[src/hw/rtl/hrp_pkg.sv]
package hrp_pkg;

    // payload buffer size in bytes, for each of the two banks
    localparam int MAX_DATA = 32;

    // offset into one bank, and the bank select bit on top of it
    localparam int OFS_W  = (MAX_DATA > 1) ? $clog2(MAX_DATA) : 1;
    localparam int BUF_AW = OFS_W + 1;
    localparam int BUF_DEPTH = 1 << BUF_AW;

    // data byte counter, able to hold MAX_DATA itself
    localparam int CNT_W = $clog2(MAX_DATA + 1);

    // record type bytes with rules of their own
    localparam logic [7:0] TYPE_DATA = 8'h00;
    localparam logic [7:0] TYPE_EOF  = 8'h01;
    localparam logic [7:0] TYPE_ELA  = 8'h04;

    typedef enum logic [2:0] {
        KIND_DATA,
        KIND_EOF,
        KIND_BASE,
        KIND_OTHER,
        KIND_ERROR
    } result_kind_t;

    typedef enum logic [2:0] {
        ERR_NONE,
        ERR_SHORT,
        ERR_CHECKSUM,
        ERR_LENGTH,
        ERR_FIELD,
        ERR_LONG
    } err_code_t;

    typedef enum logic [2:0] {
        JOB_DATA,
        JOB_EOF,
        JOB_BASE,
        JOB_OTHER,
        JOB_ERROR,
        JOB_CLEAR
    } job_kind_t;

    // one classified record, handed from front to back
    typedef struct packed {
        job_kind_t   kind;
        err_code_t   code;
        logic [7:0]  rec_type;
        logic [7:0]  count;
        logic [15:0] offset;
        logic [15:0] base;
        logic        bank;
    } job_t;

    typedef struct packed {
        logic              en;
        logic [BUF_AW-1:0] addr;
        logic [7:0]        data;
    } buf_wr_t;

    typedef struct packed {
        logic              en;
        logic [BUF_AW-1:0] addr;
    } buf_rd_t;

endpackage

[src/hw/rtl/hrp_buf.sv]
module hrp_buf
    import hrp_pkg::*;
(
    input  logic       clk,
    input  buf_wr_t    wr,
    input  buf_rd_t    rd,
    output logic [7:0] rd_data
);

    logic [7:0] mem [BUF_DEPTH];

    always_ff @(posedge clk)
    begin
        if (wr.en)
        begin
            mem[wr.addr] <= wr.data;
        end
    end

    // read data holds while no read is issued
    always_ff @(posedge clk)
    begin
        if (rd.en)
        begin
            rd_data <= mem[rd.addr];
        end
    end

endmodule

[src/hw/rtl/hrp_queue.sv]
module hrp_queue
    import hrp_pkg::*;
(
    input  logic clk,
    input  logic rst_n,
    input  logic push,
    input  job_t push_job,
    input  logic pop,
    output job_t head,
    output logic empty,
    output logic full
);

    // two entries: one per payload bank
    localparam int Q_DEPTH = 2;
    localparam int PTR_W   = $clog2(Q_DEPTH);
    localparam int QCNT_W  = $clog2(Q_DEPTH + 1);

    job_t              entry_reg [Q_DEPTH];
    logic [PTR_W-1:0]  wr_ptr_reg;
    logic [PTR_W-1:0]  rd_ptr_reg;
    logic [QCNT_W-1:0] cnt_reg;

    assign head  = entry_reg[rd_ptr_reg];
    assign empty = (cnt_reg == '0);
    assign full  = (cnt_reg == QCNT_W'(Q_DEPTH));

    always_ff @(posedge clk)
    begin
        if (push)
        begin
            entry_reg[wr_ptr_reg] <= push_job;
        end
    end

    always_ff @(posedge clk or negedge rst_n)
    begin
        if (!rst_n)
        begin
            wr_ptr_reg <= '0;
            rd_ptr_reg <= '0;
            cnt_reg    <= '0;
        end
        else
        begin
            if (push)
            begin
                wr_ptr_reg <= wr_ptr_reg + 1'b1;
            end
            if (pop)
            begin
                rd_ptr_reg <= rd_ptr_reg + 1'b1;
            end
            if (push && !pop)
            begin
                cnt_reg <= cnt_reg + 1'b1;
            end
            else if (pop && !push)
            begin
                cnt_reg <= cnt_reg - 1'b1;
            end
        end
    end

    a_no_push_full: assert property (@(posedge clk) disable iff (!rst_n)
        !(push && full))
        else $error("job pushed into a full queue");

    a_no_pop_empty: assert property (@(posedge clk) disable iff (!rst_n)
        !(pop && empty))
        else $error("job popped from an empty queue");

endmodule

[src/hw/rtl/hrp_front.sv]
module hrp_front
    import hrp_pkg::*;
(
    input  logic       clk,
    input  logic       rst_n,
    input  logic       req_valid,
    output logic       req_ready,
    input  logic       command,
    input  logic [7:0] record_byte,
    input  logic       last_byte,
    input  logic       q_full,
    output logic       job_push,
    output job_t       job,
    output buf_wr_t    buf_wr
);

    // byte positions of the record header
    localparam logic [8:0] POS_COUNT   = 9'd0;
    localparam logic [8:0] POS_ADDR_HI = 9'd1;
    localparam logic [8:0] POS_ADDR_LO = 9'd2;
    localparam logic [8:0] POS_TYPE    = 9'd3;
    localparam logic [8:0] POS_PAYLOAD = 9'd4;
    localparam logic [8:0] SEEN_MAX    = 9'd511;

    logic [8:0]  bytes_seen_reg;
    logic [7:0]  sum_reg;
    logic [7:0]  count_reg;
    logic [15:0] offset_reg;
    logic [7:0]  type_reg;
    logic        ovf_reg;
    logic [7:0]  base_hi_reg;
    logic [7:0]  base_lo_reg;
    logic        bank_reg;

    logic        accept;
    logic        record_end;
    logic [7:0]  sum_new;
    logic [8:0]  pay_idx;
    logic        stores;
    logic        in_range;
    logic        field_bad;
    err_code_t   err;

    assign req_ready  = !q_full;
    assign accept     = req_valid && req_ready;
    assign record_end = command || last_byte;

    assign sum_new  = sum_reg + record_byte;
    assign pay_idx  = bytes_seen_reg - POS_PAYLOAD;
    assign stores   = (type_reg == TYPE_DATA) || (type_reg == TYPE_ELA);
    assign in_range = (pay_idx < 9'(MAX_DATA));

    assign buf_wr.en   = accept && !record_end && (bytes_seen_reg >= POS_PAYLOAD)
                         && stores && in_range;
    assign buf_wr.addr = {bank_reg, pay_idx[OFS_W-1:0]};
    assign buf_wr.data = record_byte;

    always_comb
    begin
        field_bad = 1'b0;
        if (type_reg == TYPE_DATA && count_reg == 8'd0)
        begin
            field_bad = 1'b1;
        end
        if (type_reg == TYPE_EOF && (count_reg != 8'd0 || offset_reg != 16'd0))
        begin
            field_bad = 1'b1;
        end
        if (type_reg == TYPE_ELA && (count_reg != 8'd2 || offset_reg != 16'd0))
        begin
            field_bad = 1'b1;
        end

        if (bytes_seen_reg < POS_PAYLOAD)
        begin
            err = ERR_SHORT;
        end
        else if (sum_new != 8'd0)
        begin
            err = ERR_CHECKSUM;
        end
        else if (pay_idx != {1'b0, count_reg})
        begin
            err = ERR_LENGTH;
        end
        else if (ovf_reg)
        begin
            err = ERR_LONG;
        end
        else if (field_bad)
        begin
            err = ERR_FIELD;
        end
        else
        begin
            err = ERR_NONE;
        end
    end

    always_comb
    begin
        job.code     = command ? ERR_NONE : err;
        job.rec_type = type_reg;
        job.count    = count_reg;
        job.offset   = offset_reg;
        job.base     = {base_hi_reg, base_lo_reg};
        job.bank     = bank_reg;
        if (command)
        begin
            job.kind = JOB_CLEAR;
        end
        else if (err != ERR_NONE)
        begin
            job.kind = JOB_ERROR;
        end
        else if (type_reg == TYPE_DATA)
        begin
            job.kind = JOB_DATA;
        end
        else if (type_reg == TYPE_EOF)
        begin
            job.kind = JOB_EOF;
        end
        else if (type_reg == TYPE_ELA)
        begin
            job.kind = JOB_BASE;
        end
        else
        begin
            job.kind = JOB_OTHER;
        end
    end

    assign job_push = accept && record_end;

    // base bytes of an address record need no reset
    always_ff @(posedge clk)
    begin
        if (accept && !record_end && bytes_seen_reg >= POS_PAYLOAD && stores)
        begin
            if (pay_idx == 9'd0)
            begin
                base_hi_reg <= record_byte;
            end
            if (pay_idx == 9'd1)
            begin
                base_lo_reg <= record_byte;
            end
        end
    end

    always_ff @(posedge clk or negedge rst_n)
    begin
        if (!rst_n)
        begin
            bytes_seen_reg <= '0;
            sum_reg        <= '0;
            count_reg      <= '0;
            offset_reg     <= '0;
            type_reg       <= '0;
            ovf_reg        <= 1'b0;
            bank_reg       <= 1'b0;
        end
        else if (accept)
        begin
            if (record_end)
            begin
                bytes_seen_reg <= '0;
                sum_reg        <= '0;
                count_reg      <= '0;
                offset_reg     <= '0;
                type_reg       <= '0;
                ovf_reg        <= 1'b0;
                bank_reg       <= !bank_reg;
            end
            else
            begin
                sum_reg <= sum_new;
                case (bytes_seen_reg)
                    POS_COUNT:   count_reg         <= record_byte;
                    POS_ADDR_HI: offset_reg[15:8]  <= record_byte;
                    POS_ADDR_LO: offset_reg[7:0]   <= record_byte;
                    POS_TYPE:    type_reg          <= record_byte;
                    default:
                    begin
                        if (stores && !in_range)
                        begin
                            ovf_reg <= 1'b1;
                        end
                    end
                endcase
                if (bytes_seen_reg != SEEN_MAX)
                begin
                    bytes_seen_reg <= bytes_seen_reg + 1'b1;
                end
            end
        end
    end

endmodule

[src/hw/rtl/hrp_back.sv]
module hrp_back
    import hrp_pkg::*;
(
    input  logic        clk,
    input  logic        rst_n,
    input  logic        q_empty,
    input  job_t        head,
    output logic        pop,
    output buf_rd_t     buf_rd,
    input  logic [7:0]  rd_data,
    output logic        rsp_valid,
    input  logic        rsp_ready,
    output logic [2:0]  result_kind,
    output logic [31:0] target_address,
    output logic [7:0]  payload_byte,
    output logic [7:0]  record_kind,
    output logic [7:0]  payload_count,
    output logic [2:0]  error_code,
    output logic        final_result
);

    typedef enum logic {
        ST_IDLE,
        ST_FETCH
    } state_t;

    state_t       state_reg;
    logic [15:0]  base_reg;
    logic [31:0]  addr_reg;
    logic [CNT_W-1:0] idx_reg;

    logic         rsp_valid_reg;
    result_kind_t kind_reg;
    logic [31:0]  target_reg;
    logic [7:0]   byte_reg;
    logic [7:0]   type_reg;
    logic [7:0]   count_reg;
    err_code_t    code_reg;
    logic         final_reg;

    logic         out_free;
    logic [CNT_W-1:0] idx_inc;
    logic         data_last;
    logic [31:0]  start_addr;
    result_kind_t notice_kind;

    assign out_free   = !rsp_valid_reg || rsp_ready;
    assign idx_inc    = idx_reg + 1'b1;
    assign data_last  = (idx_inc == head.count[CNT_W-1:0]);
    assign start_addr = {base_reg, 16'h0000} + {16'h0000, head.offset};

    always_comb
    begin
        case (head.kind)
            JOB_EOF:   notice_kind = KIND_EOF;
            JOB_BASE:  notice_kind = KIND_BASE;
            JOB_OTHER: notice_kind = KIND_OTHER;
            default:   notice_kind = KIND_ERROR;
        endcase
    end

    always_comb
    begin
        pop         = 1'b0;
        buf_rd.en   = 1'b0;
        buf_rd.addr = {head.bank, {OFS_W{1'b0}}};
        if (!q_empty)
        begin
            case (state_reg)
                ST_IDLE:
                begin
                    if (head.kind == JOB_CLEAR)
                    begin
                        pop = 1'b1;
                    end
                    else if (head.kind == JOB_DATA)
                    begin
                        buf_rd.en = 1'b1;
                    end
                    else
                    begin
                        pop = out_free;
                    end
                end
                ST_FETCH:
                begin
                    if (out_free)
                    begin
                        pop         = data_last;
                        buf_rd.en   = !data_last;
                        buf_rd.addr = {head.bank, idx_inc[OFS_W-1:0]};
                    end
                end
                default:
                begin
                    pop = 1'b0;
                end
            endcase
        end
    end

    always_ff @(posedge clk or negedge rst_n)
    begin
        if (!rst_n)
        begin
            state_reg     <= ST_IDLE;
            base_reg      <= '0;
            addr_reg      <= '0;
            idx_reg       <= '0;
            rsp_valid_reg <= 1'b0;
            kind_reg      <= KIND_DATA;
            target_reg    <= '0;
            byte_reg      <= '0;
            type_reg      <= '0;
            count_reg     <= '0;
            code_reg      <= ERR_NONE;
            final_reg     <= 1'b0;
        end
        else
        begin
            if (rsp_ready)
            begin
                rsp_valid_reg <= 1'b0;
            end
            if (!q_empty)
            begin
                case (state_reg)
                    ST_IDLE:
                    begin
                        if (head.kind == JOB_CLEAR)
                        begin
                            base_reg <= '0;
                        end
                        else if (head.kind == JOB_DATA)
                        begin
                            idx_reg   <= '0;
                            addr_reg  <= start_addr;
                            state_reg <= ST_FETCH;
                        end
                        else if (out_free)
                        begin
                            rsp_valid_reg <= 1'b1;
                            kind_reg      <= notice_kind;
                            target_reg    <= (head.kind == JOB_BASE) ?
                                             {head.base, 16'h0000} : 32'h0;
                            byte_reg      <= 8'h00;
                            type_reg      <= head.rec_type;
                            count_reg     <= head.count;
                            code_reg      <= head.code;
                            final_reg     <= 1'b1;
                            if (head.kind == JOB_BASE)
                            begin
                                base_reg <= head.base;
                            end
                        end
                    end
                    ST_FETCH:
                    begin
                        if (out_free)
                        begin
                            rsp_valid_reg <= 1'b1;
                            kind_reg      <= KIND_DATA;
                            target_reg    <= addr_reg;
                            byte_reg      <= rd_data;
                            type_reg      <= head.rec_type;
                            count_reg     <= head.count;
                            code_reg      <= ERR_NONE;
                            final_reg     <= data_last;
                            addr_reg      <= addr_reg + 32'd1;
                            idx_reg       <= idx_inc;
                            if (data_last)
                            begin
                                state_reg <= ST_IDLE;
                            end
                        end
                    end
                    default:
                    begin
                        state_reg <= ST_IDLE;
                    end
                endcase
            end
        end
    end

    assign rsp_valid      = rsp_valid_reg;
    assign result_kind    = kind_reg;
    assign target_address = target_reg;
    assign payload_byte   = byte_reg;
    assign record_kind    = type_reg;
    assign payload_count  = count_reg;
    assign error_code     = code_reg;
    assign final_result   = final_reg;

    a_fetch_has_data_job: assert property (@(posedge clk) disable iff (!rst_n)
        (state_reg == ST_FETCH) |-> (!q_empty && head.kind == JOB_DATA))
        else $error("fetching payload without a data record at the queue head");

    a_error_has_code: assert property (@(posedge clk) disable iff (!rst_n)
        (rsp_valid_reg && kind_reg == KIND_ERROR) |-> (code_reg != ERR_NONE))
        else $error("error result without an error code");

endmodule

[src/hw/rtl/hex_record_parser_unit.sv]
// Intel HEX record parser. Each request carries one binary record byte (count,
// address high, address low, type, payload, checksum) with last_byte set on the
// checksum byte, or, with command set, a parser reset that also clears the
// upper-16-bit linear base and produces no result. A front stage takes one
// request per cycle, keeps the running byte sum and header fields, stores data
// and address-record payload in one of two buffer banks, and at record end
// classifies the record into a job for a two-entry queue. A back stage works
// the jobs in order: a data record gives one result per payload byte at
// base + record address + offset, one per cycle while the output register
// is free, after a registered read of its buffer bank; every other record
// gives one result (end of file, base set, other type or error). Requests
// are taken at one per cycle as long as fewer than two records wait in the
// queue; once two records wait, req_ready stays low for every request until
// the back stage has finished the oldest record, since each queued record
// owns one buffer bank. Results sit in an output register, so the front keeps
// taking requests while a result waits on rsp_ready.
module hex_record_parser_unit
    import hrp_pkg::*;
(
    input  logic        clk,
    input  logic        rst_n,

    // request channel
    input  logic        req_valid,
    output logic        req_ready,
    input  logic        command,
    input  logic [7:0]  record_byte,
    input  logic        last_byte,

    // result channel
    output logic        rsp_valid,
    input  logic        rsp_ready,
    output logic [2:0]  result_kind,
    output logic [31:0] target_address,
    output logic [7:0]  payload_byte,
    output logic [7:0]  record_kind,
    output logic [7:0]  payload_count,
    output logic [2:0]  error_code,
    output logic        final_result
);

    // front to queue
    logic    job_push;
    job_t    push_job;

    // queue to back
    job_t    head_job;
    logic    q_empty;
    logic    q_full;
    logic    job_pop;

    // payload buffer ports
    buf_wr_t buf_wr;
    buf_rd_t buf_rd;
    logic [7:0] buf_rd_data;

    // header capture, checksum and record classification
    hrp_front u_front (
        .clk         (clk),
        .rst_n       (rst_n),
        .req_valid   (req_valid),
        .req_ready   (req_ready),
        .command     (command),
        .record_byte (record_byte),
        .last_byte   (last_byte),
        .q_full      (q_full),
        .job_push    (job_push),
        .job         (push_job),
        .buf_wr      (buf_wr)
    );

    // two banks, one per outstanding record
    hrp_buf u_buf (
        .clk     (clk),
        .wr      (buf_wr),
        .rd      (buf_rd),
        .rd_data (buf_rd_data)
    );

    // classified records waiting for the back stage
    hrp_queue u_queue (
        .clk      (clk),
        .rst_n    (rst_n),
        .push     (job_push),
        .push_job (push_job),
        .pop      (job_pop),
        .head     (head_job),
        .empty    (q_empty),
        .full     (q_full)
    );

    // result generation, base register and output register
    hrp_back u_back (
        .clk            (clk),
        .rst_n          (rst_n),
        .q_empty        (q_empty),
        .head           (head_job),
        .pop            (job_pop),
        .buf_rd         (buf_rd),
        .rd_data        (buf_rd_data),
        .rsp_valid      (rsp_valid),
        .rsp_ready      (rsp_ready),
        .result_kind    (result_kind),
        .target_address (target_address),
        .payload_byte   (payload_byte),
        .record_kind    (record_kind),
        .payload_count  (payload_count),
        .error_code     (error_code),
        .final_result   (final_result)
    );

endmodule
[config.mk]
export PLATFORM = sky130hd
export DESIGN_NAME = hex_record_parser_unit
export DESIGN_NICKNAME = d
export VERILOG_FILES = /design/src/hw/rtl/hrp_pkg.sv /design/src/hw/rtl/hrp_buf.sv /design/src/hw/rtl/hrp_queue.sv /design/src/hw/rtl/hrp_front.sv /design/src/hw/rtl/hrp_back.sv /design/src/hw/rtl/hex_record_parser_unit.sv
export SDC_FILE = /design/constraint.sdc
export NUM_CORES = 1
export LEC_CHECK = 0
export BUFFER_PORTS_ARGS = -buffer_cell sky130_fd_sc_hd__buf_4
export CORE_MARGIN = 5
export CORE_UTILIZATION = 31
export DETAILED_ROUTE_END_ITERATION = 7
export SLEW_MARGIN = 30
export SYNTH_ARGS = -nofsm -noshare
export SYNTH_HDL_FRONTEND = slang
export SYNTH_HIERARCHICAL = 1
export SYNTH_SLANG_ARGS = --single-unit
[constraint.sdc]
create_clock -name clk -period 9 [get_ports clk]
set_input_delay 1.35 -clock clk [delete_from_list [all_inputs] [get_ports clk]]
set_output_delay 1.35 -clock clk [all_outputs]
set_load 0.03 [all_outputs]
==> results of run 1 <==
-- final timing paths --
kind                                                  start                                    end  slack [ns]
min reg2reg                u_front/base_lo_reg[2]$_DFFE_PP_      u_queue/entry_reg[1][3]$_DFFE_PP_        0.44
max                                               rsp_ready             u_buf/rd_data[3]$_DFFE_PP_        4.33
max in group asynchronous                             rst_n      u_back/result_kind[1]$_DFFE_PN0P_        6.50
max reg2reg                    u_back/state_reg$_DFFE_PN0N_             u_buf/rd_data[3]$_DFFE_PP_        4.44
min in group asynchronous                             rst_n  u_back/target_address[19]$_DFFE_PN0P_        0.76
min                        u_front/base_lo_reg[2]$_DFFE_PP_      u_queue/entry_reg[1][3]$_DFFE_PP_        0.44
-- synthesized netlist by cell type, types with 20 or more instances --
master and number:
a21oi_1 38, a22o_1 66, buf_2 35, buf_4 24
clkbuf_1 54, dfrtp_1 174, edfxtp_1 646, inv_1 20
mux2_2 20, mux2_4 40, mux2i_1 22, mux4_2 124
nand2_1 153, nand3_1 57, nor2_1 170, nor3_1 21
nor4_1 21, o21ai_0 55, o22ai_1 35
-- cell type report --
cell class,instances,area (um2),share of cell area [%]
flip-flops and latches,820,23750,61.72
multi-input cells,1125,9494,24.67
clock buffers,106,2151,5.589
well taps,1414,1769,4.597
repair buffers,102,797.0,2.071
clock inverters,41,432.9,1.125
inverters,23,86.33,0.2243
-- metrics by stage --
step / area [um2] / hold WS [ns]
CTS: 38430 / 0.4448
global placement: 35810 / 0.4220
global route: 38480 / 0.4560
floorplan: 33970 / 0.4215
finish: 38480 / 0.4367
detailed placement: 35840 / 0.4313
-- kinds of logic (layout without fill, tap and decap cells) --
kind of cell / Yosys count / in the layout / synth area share (%)
adders and majority gates: 20 / 20 / 0.7588
and+or+nand+nor: 546 / 546 / 7.860
muxes: 206 / 206 / 11.30
AOI/OAI and AO/OA: 315 / 315 / 6.652
xor gates and xnor gates: 38 / 38 / 1.061
buffers and inverters: 154 / 272 / 2.442
DFF: 820 / 820 / 69.93
-- per-layer routing --
layer,share of wire [%],vias to the layer above
met4,3.4,4
met3,7.5,167
li1,-,8319
met5,0.025,-
met1,41,9986
met2,48,860
-- power groups by stage --
| stage | Clock, uW | Sequential, uW | Combinational (uW) |
|---|---|---|---|
| 6_report | 3290 | 4760 | 3510 |
| 5_1_grt | 3520 | 4800 | 3750 |
| 3_3_place_gp | 0 | 4820 | 3460 |
| 3_5_place_dp | 0 | 4840 | 3510 |
| 4_1_cts | 3370 | 4760 | 3520 |
| 2_1_floorplan | 0 | 4950 | 2340 |
==> results.yml, run 1 <==
outcome:
  status: "finished, final reports clean"
worst_hold_path:
  holdPathStages: 0
  min_path_type: "register to register"
grt:
  grt_usage_pct: 14.11
  busiest_layer: "met2"
  use_met3_pct: 2.316
  antenna_found_initial: 3
  grt_pass1_vias: 19610
  met2_usage_pct: 23.36
  overflow: 0
  grt_start_max_net_pins: 100
  use_met1_pct: 18.88
  grt_pass1_wl_um: 126200
clock_network:
  post_cts_buffers: 0
  cts_tree: "done"
  cts_max_level: 3
  clock_latency_ns: 0.65
  cts_buffers: 81
  clock_sinks: 820
  cts_hold_buffers: 0
  cts-root-buf: "clkbuf_16"
  clockBufferDepth: 3
  path_clk_slew_ns: 0.06
  ctsResizeCount: 0
drt:
  vias_per_cell: 5.325
  drc: 0
  num_vias: 19340
  drt_iter0_drc: 1866
  ant_nets: 0
  dr.pass1.iters: 5
  routed_wl_um: 83620
  wl_per_cell_um: 23.03
yosys:
  ys_ff_latch: 820
  syn_avg_cell_area_um2: 16.18
  synthCells: 2099
  synth_top_area_cell: "edfxtp_1"
  yosys_warnings: 6
  synth-edff-count: 646
  synth_top_area_share_pct: 57.11
  yosysUniqueCellTypes: 85
  yosysSeqAreaShare_pct: 69.93
  synthTopCellsByArea: "edfxtp_1 (57%), dfrtp_1 (13%), mux4_2 (8.2%), nor2_1 (1.9%), mux2_4 (1.8%)"
  synthesis.nets: 2133
  syn_area_um2: 33970
  async_reset_ff_share_pct: 21.22
  synth_ff_type: "edfxtp_1"
timing:
  hold_viol: 0
  period_needed_ns: 4.671
  final.period_utilization_pct: 51.90
  rsz0062_at_grt: "no"
  fmax_ghz: 0.2141
  relSlewSlack_pct: 27.22
  worst_pin_slew_ns: 1.088
  slew_viol_final: 0
  tns_ns: 0
  setup_slack_ns: 4.329
  finClkSkew_ns: 0.03294
  finalSetupViolations: 0
power:
  p_comb_share_pct: 30.3
  p_sw_uw: 3814
  power.internal_uw: 7752
  power.share.switching_pct: 32.97
  ir_drop_mv: 0.1872
  p_total_uw: 11570
  powerDensity_nw_per_um2: 300.5
  pwr-share-clk_pct: 28.5
  power_frac_seq_pct: 41.2
  p_leak_uw: 0.01310
floorplan:
  die_area_um2: 116300
  io_pins: 79
  fp-row-count: 121
  core_um2: 108900
  die_w_um: 341.0
  start_util_pct: 31.21
  chipHeight_um: 341.0
place:
  pre_cts_slack_ns: 3.480
  dp.cells: 3483
  io_buffers: 78
  dp_hpwl_um: 52810
  place_congestion: 0.8433
worst_setup_path:
  crit_top_cell: "nand3_1"
  required_ns: 9.35
  crit_path_max_incr_delay_ns: 0.63
  cp.depth: 10
  critPathSlowestCell: "mux4_2"
  cp.arrival_ns: 5.02
  cp-end-kind: "register"
  cp_top_family: "simple AND/OR/NAND/NOR gates"
  worstSetupPathType: "input pin to register"
  path_cells: "buf_4, nand2b_1, nand3_1, nor2_4, buf_12, mux4_2, o22ai_1, nor2_1, o21ai_0, nand3_1"
  r2r_cells: 9
  crit_fanout: 99
  start_kind: "input pin"
  cp_num_buf_inv: 2
layout:
  stdcell_count: 3631
  largest_reg_flops: 512
  final_common_cell: "edfxtp_1"
  layout-drive-gt1-share_pct: 21.29
  post-route-util_pct: 35.35
  area_growth_pct: 13.29
  n_antenna_cell: 0
  fillers: 10130
  mostFrequentLayoutCells: "edfxtp_1 (646), dfrtp_1 (173), nand2_1 (153), nor2_1 (143), mux4_2 (124)"
  nets: 2187
job:
  max_cap_violations: 0
Power figures use the tool's default switching activity.
==> inputs of run 2 (changes only) <==
- clock period: 9 -> 4.59 ns (I/O delays scaled with it)
==> run 2 against run 1 <==
Effect of this change:
- utilization is 0.50 points higher
- first-iteration DRC count is 1.2% higher
- worst setup slack worse by 3.7 ns
- critical endpoint is now u_buf/mem[3][3]$_DFFE_PP_
- largest power group unchanged
==> results.yml, run 2 (synthesized netlist as in run 1, its figures left out) <==
place:
  place_congestion: 0.9022
  placed_cell_area_um2: 36350
  dp_hpwl_um: 53410
  dp.cells: 3536
  io_buffers: 78
worst_hold_path:
  min_path_type: "input pin to asynchronous set/reset pin"
power:
  p_comb_share_pct: 31.0
  power_frac_seq_pct: 40.3
  pwr-share-clk_pct: 28.7
  powerDensity_nw_per_um2: 592.7
  p_total_uw: 23130
  p_sw_uw: 7571
  p_leak_uw: 0.01348
  ir_drop_mv: 0.3028
  power.internal_uw: 15560
  power.share.switching_pct: 32.73
timing:
  slew_viol_final: 0
  period_needed_ns: 3.918
  worst_pin_slew_ns: 0.9429
  hold_viol: 0
  relSlewSlack_pct: 36.91
  fmax_ghz: 0.2552
  rsz0062_at_grt: "no"
  tns_ns: 0
  final.period_utilization_pct: 85.36
  finalSetupViolations: 0
  finClkSkew_ns: 0.02860
grt:
  antenna_found_initial: 1
  overflow: 0
  grt_usage_pct: 13.90
  grt_start_max_net_pins: 90
  grt_pass1_vias: 19490
  grt_pass1_wl_um: 125800
layout:
  nets: 2240
  layout-drive-gt1-share_pct: 22.82
  stdcell_count: 3689
  largest_reg_flops: 512
  area_growth_pct: 14.91
  mostFrequentLayoutCells: "edfxtp_1 (646), dfrtp_1 (173), nor2_1 (163), nand2_1 (153), buf_4 (142)"
  final_common_cell: "edfxtp_1"
  final_cell_area_um2: 39030
clock_network:
  path_clk_slew_ns: 0.06
  cts-root-buf: "clkbuf_16"
  ctsResizeCount: 0
  cts_buffers: 82
  cts_tree: "done"
  clockBufferDepth: 3
  cts_hold_buffers: 0
  clock_latency_ns: 0.63
  clock_sinks: 820
  post_cts_buffers: 0
  cts_max_level: 3
job:
  max_cap_violations: 0
worst_setup_path:
  required_ns: 4.83
  rrSetupSlack_ns: 0.67
  crit_fanout: 13
  worstSetupPathType: "register to register"
  timing.rr.end: "u_buf/mem[3][3]$_DFFE_PP_"
  cp-end-kind: "register"
  worstReg2RegStart: "u_front/bytes_seen_reg[2]$_DFFE_PN0P_"
  start_kind: "register"
  r2r_cells: 11
  cp.arrival_ns: 4.16
drt:
  routed_wl_um: 82480
  drt_iter0_drc: 1889
  vias_per_cell: 5.234
  num_vias: 19310
  wl_per_cell_um: 22.36
  dr.pass1.iters: 5
  drc: 0
  ant_nets: 0
floorplan:
  fp-row-count: 121
  chipHeight_um: 341.0
  die_area_um2: 116300
  core_um2: 108900
  io_pins: 79
  die_w_um: 341.0
  start_util_pct: 31.21
outcome:
  status: "finished, final reports clean"
## run 2: worst max-delay path: stages (launching register included)
cell and delay, ns:
dfrtp_1 0.46, inv_1 0.35, ha_1 0.41, and3b_1 0.20
o21ai_0 0.08, a21oi_1 0.15, o211ai_1 0.16, nor3_1 0.23
buf_4 0.22, inv_1 0.09, or2_2 0.45, nor2_1 0.74
## run 2: area by class of cell
cell class	instances	area (um2)
diodes	1	2.502
repair buffers	154	1300
fillers	10030	69820
well taps	1414	1769
clock inverters	54	529.3
inverters	23	86.33
multi-input cells	1125	9449
clock buffers	98	2143
flip-flops and latches	820	23750
## run 2: power groups by stage
stage | clock network [uW] | registers [uW] | logic (uW)
after floorplan | 0 | 9700 | 4590
after global placement | 0 | 9450 | 7110
after detailed placement | 0 | 9480 | 7200
after CTS | 6790 | 9330 | 7220
after global routing | 7090 | 9400 | 7660
final | 6640 | 9320 | 7170
## run 2: how the worst max path moves through the flow
stage / from / end / slack, ns / cells past startpoint
2_1_floorplan: req_valid / u_queue/entry_reg[0][0]$_DFFE_PP_ / 0.07 / 4
3_3_place_gp: rsp_ready / u_buf/rd_data[7]$_DFFE_PP_ / 0.69 / 11
3_5_place_dp: rsp_ready / u_buf/rd_data[7]$_DFFE_PP_ / 0.62 / 11
4_1_cts: u_front/bytes_seen_reg[2]$_DFFE_PN0P_ / u_buf/mem[8][4]$_DFFE_PP_ / 0.67 / 11
5_1_grt: u_front/bytes_seen_reg[2]$_DFFE_PN0P_ / u_buf/mem[8][3]$_DFFE_PP_ / 0.40 / 11
6_report: u_front/bytes_seen_reg[2]$_DFFE_PN0P_ / u_buf/mem[3][3]$_DFFE_PP_ / 0.67 / 11
## run 2: layer usage
layer	global-route usage [%]	vias to the layer above	routed length, um	part of all wire [%]
li1	-	8435	-	-
met1	18.86	9986	35220	43
met2	23.35	742	40280	49
met3	2.004	147	4767	5.8
met4	4.118	0	2208	2.7
met5	0	-	0	0
## run 2: per-stage QoR
step	setup WS [ns]	utilization, %	hold WS, ns
final	0.6720	35.86	0.1101
after global placement	0.6891	33.38	0.4240
after global routing	0.4036	35.86	0.1952
after detailed placement	0.6182	33.39	0.4321
after CTS	0.6675	35.85	0.1555
after floorplan	0.07311	-	0.3929
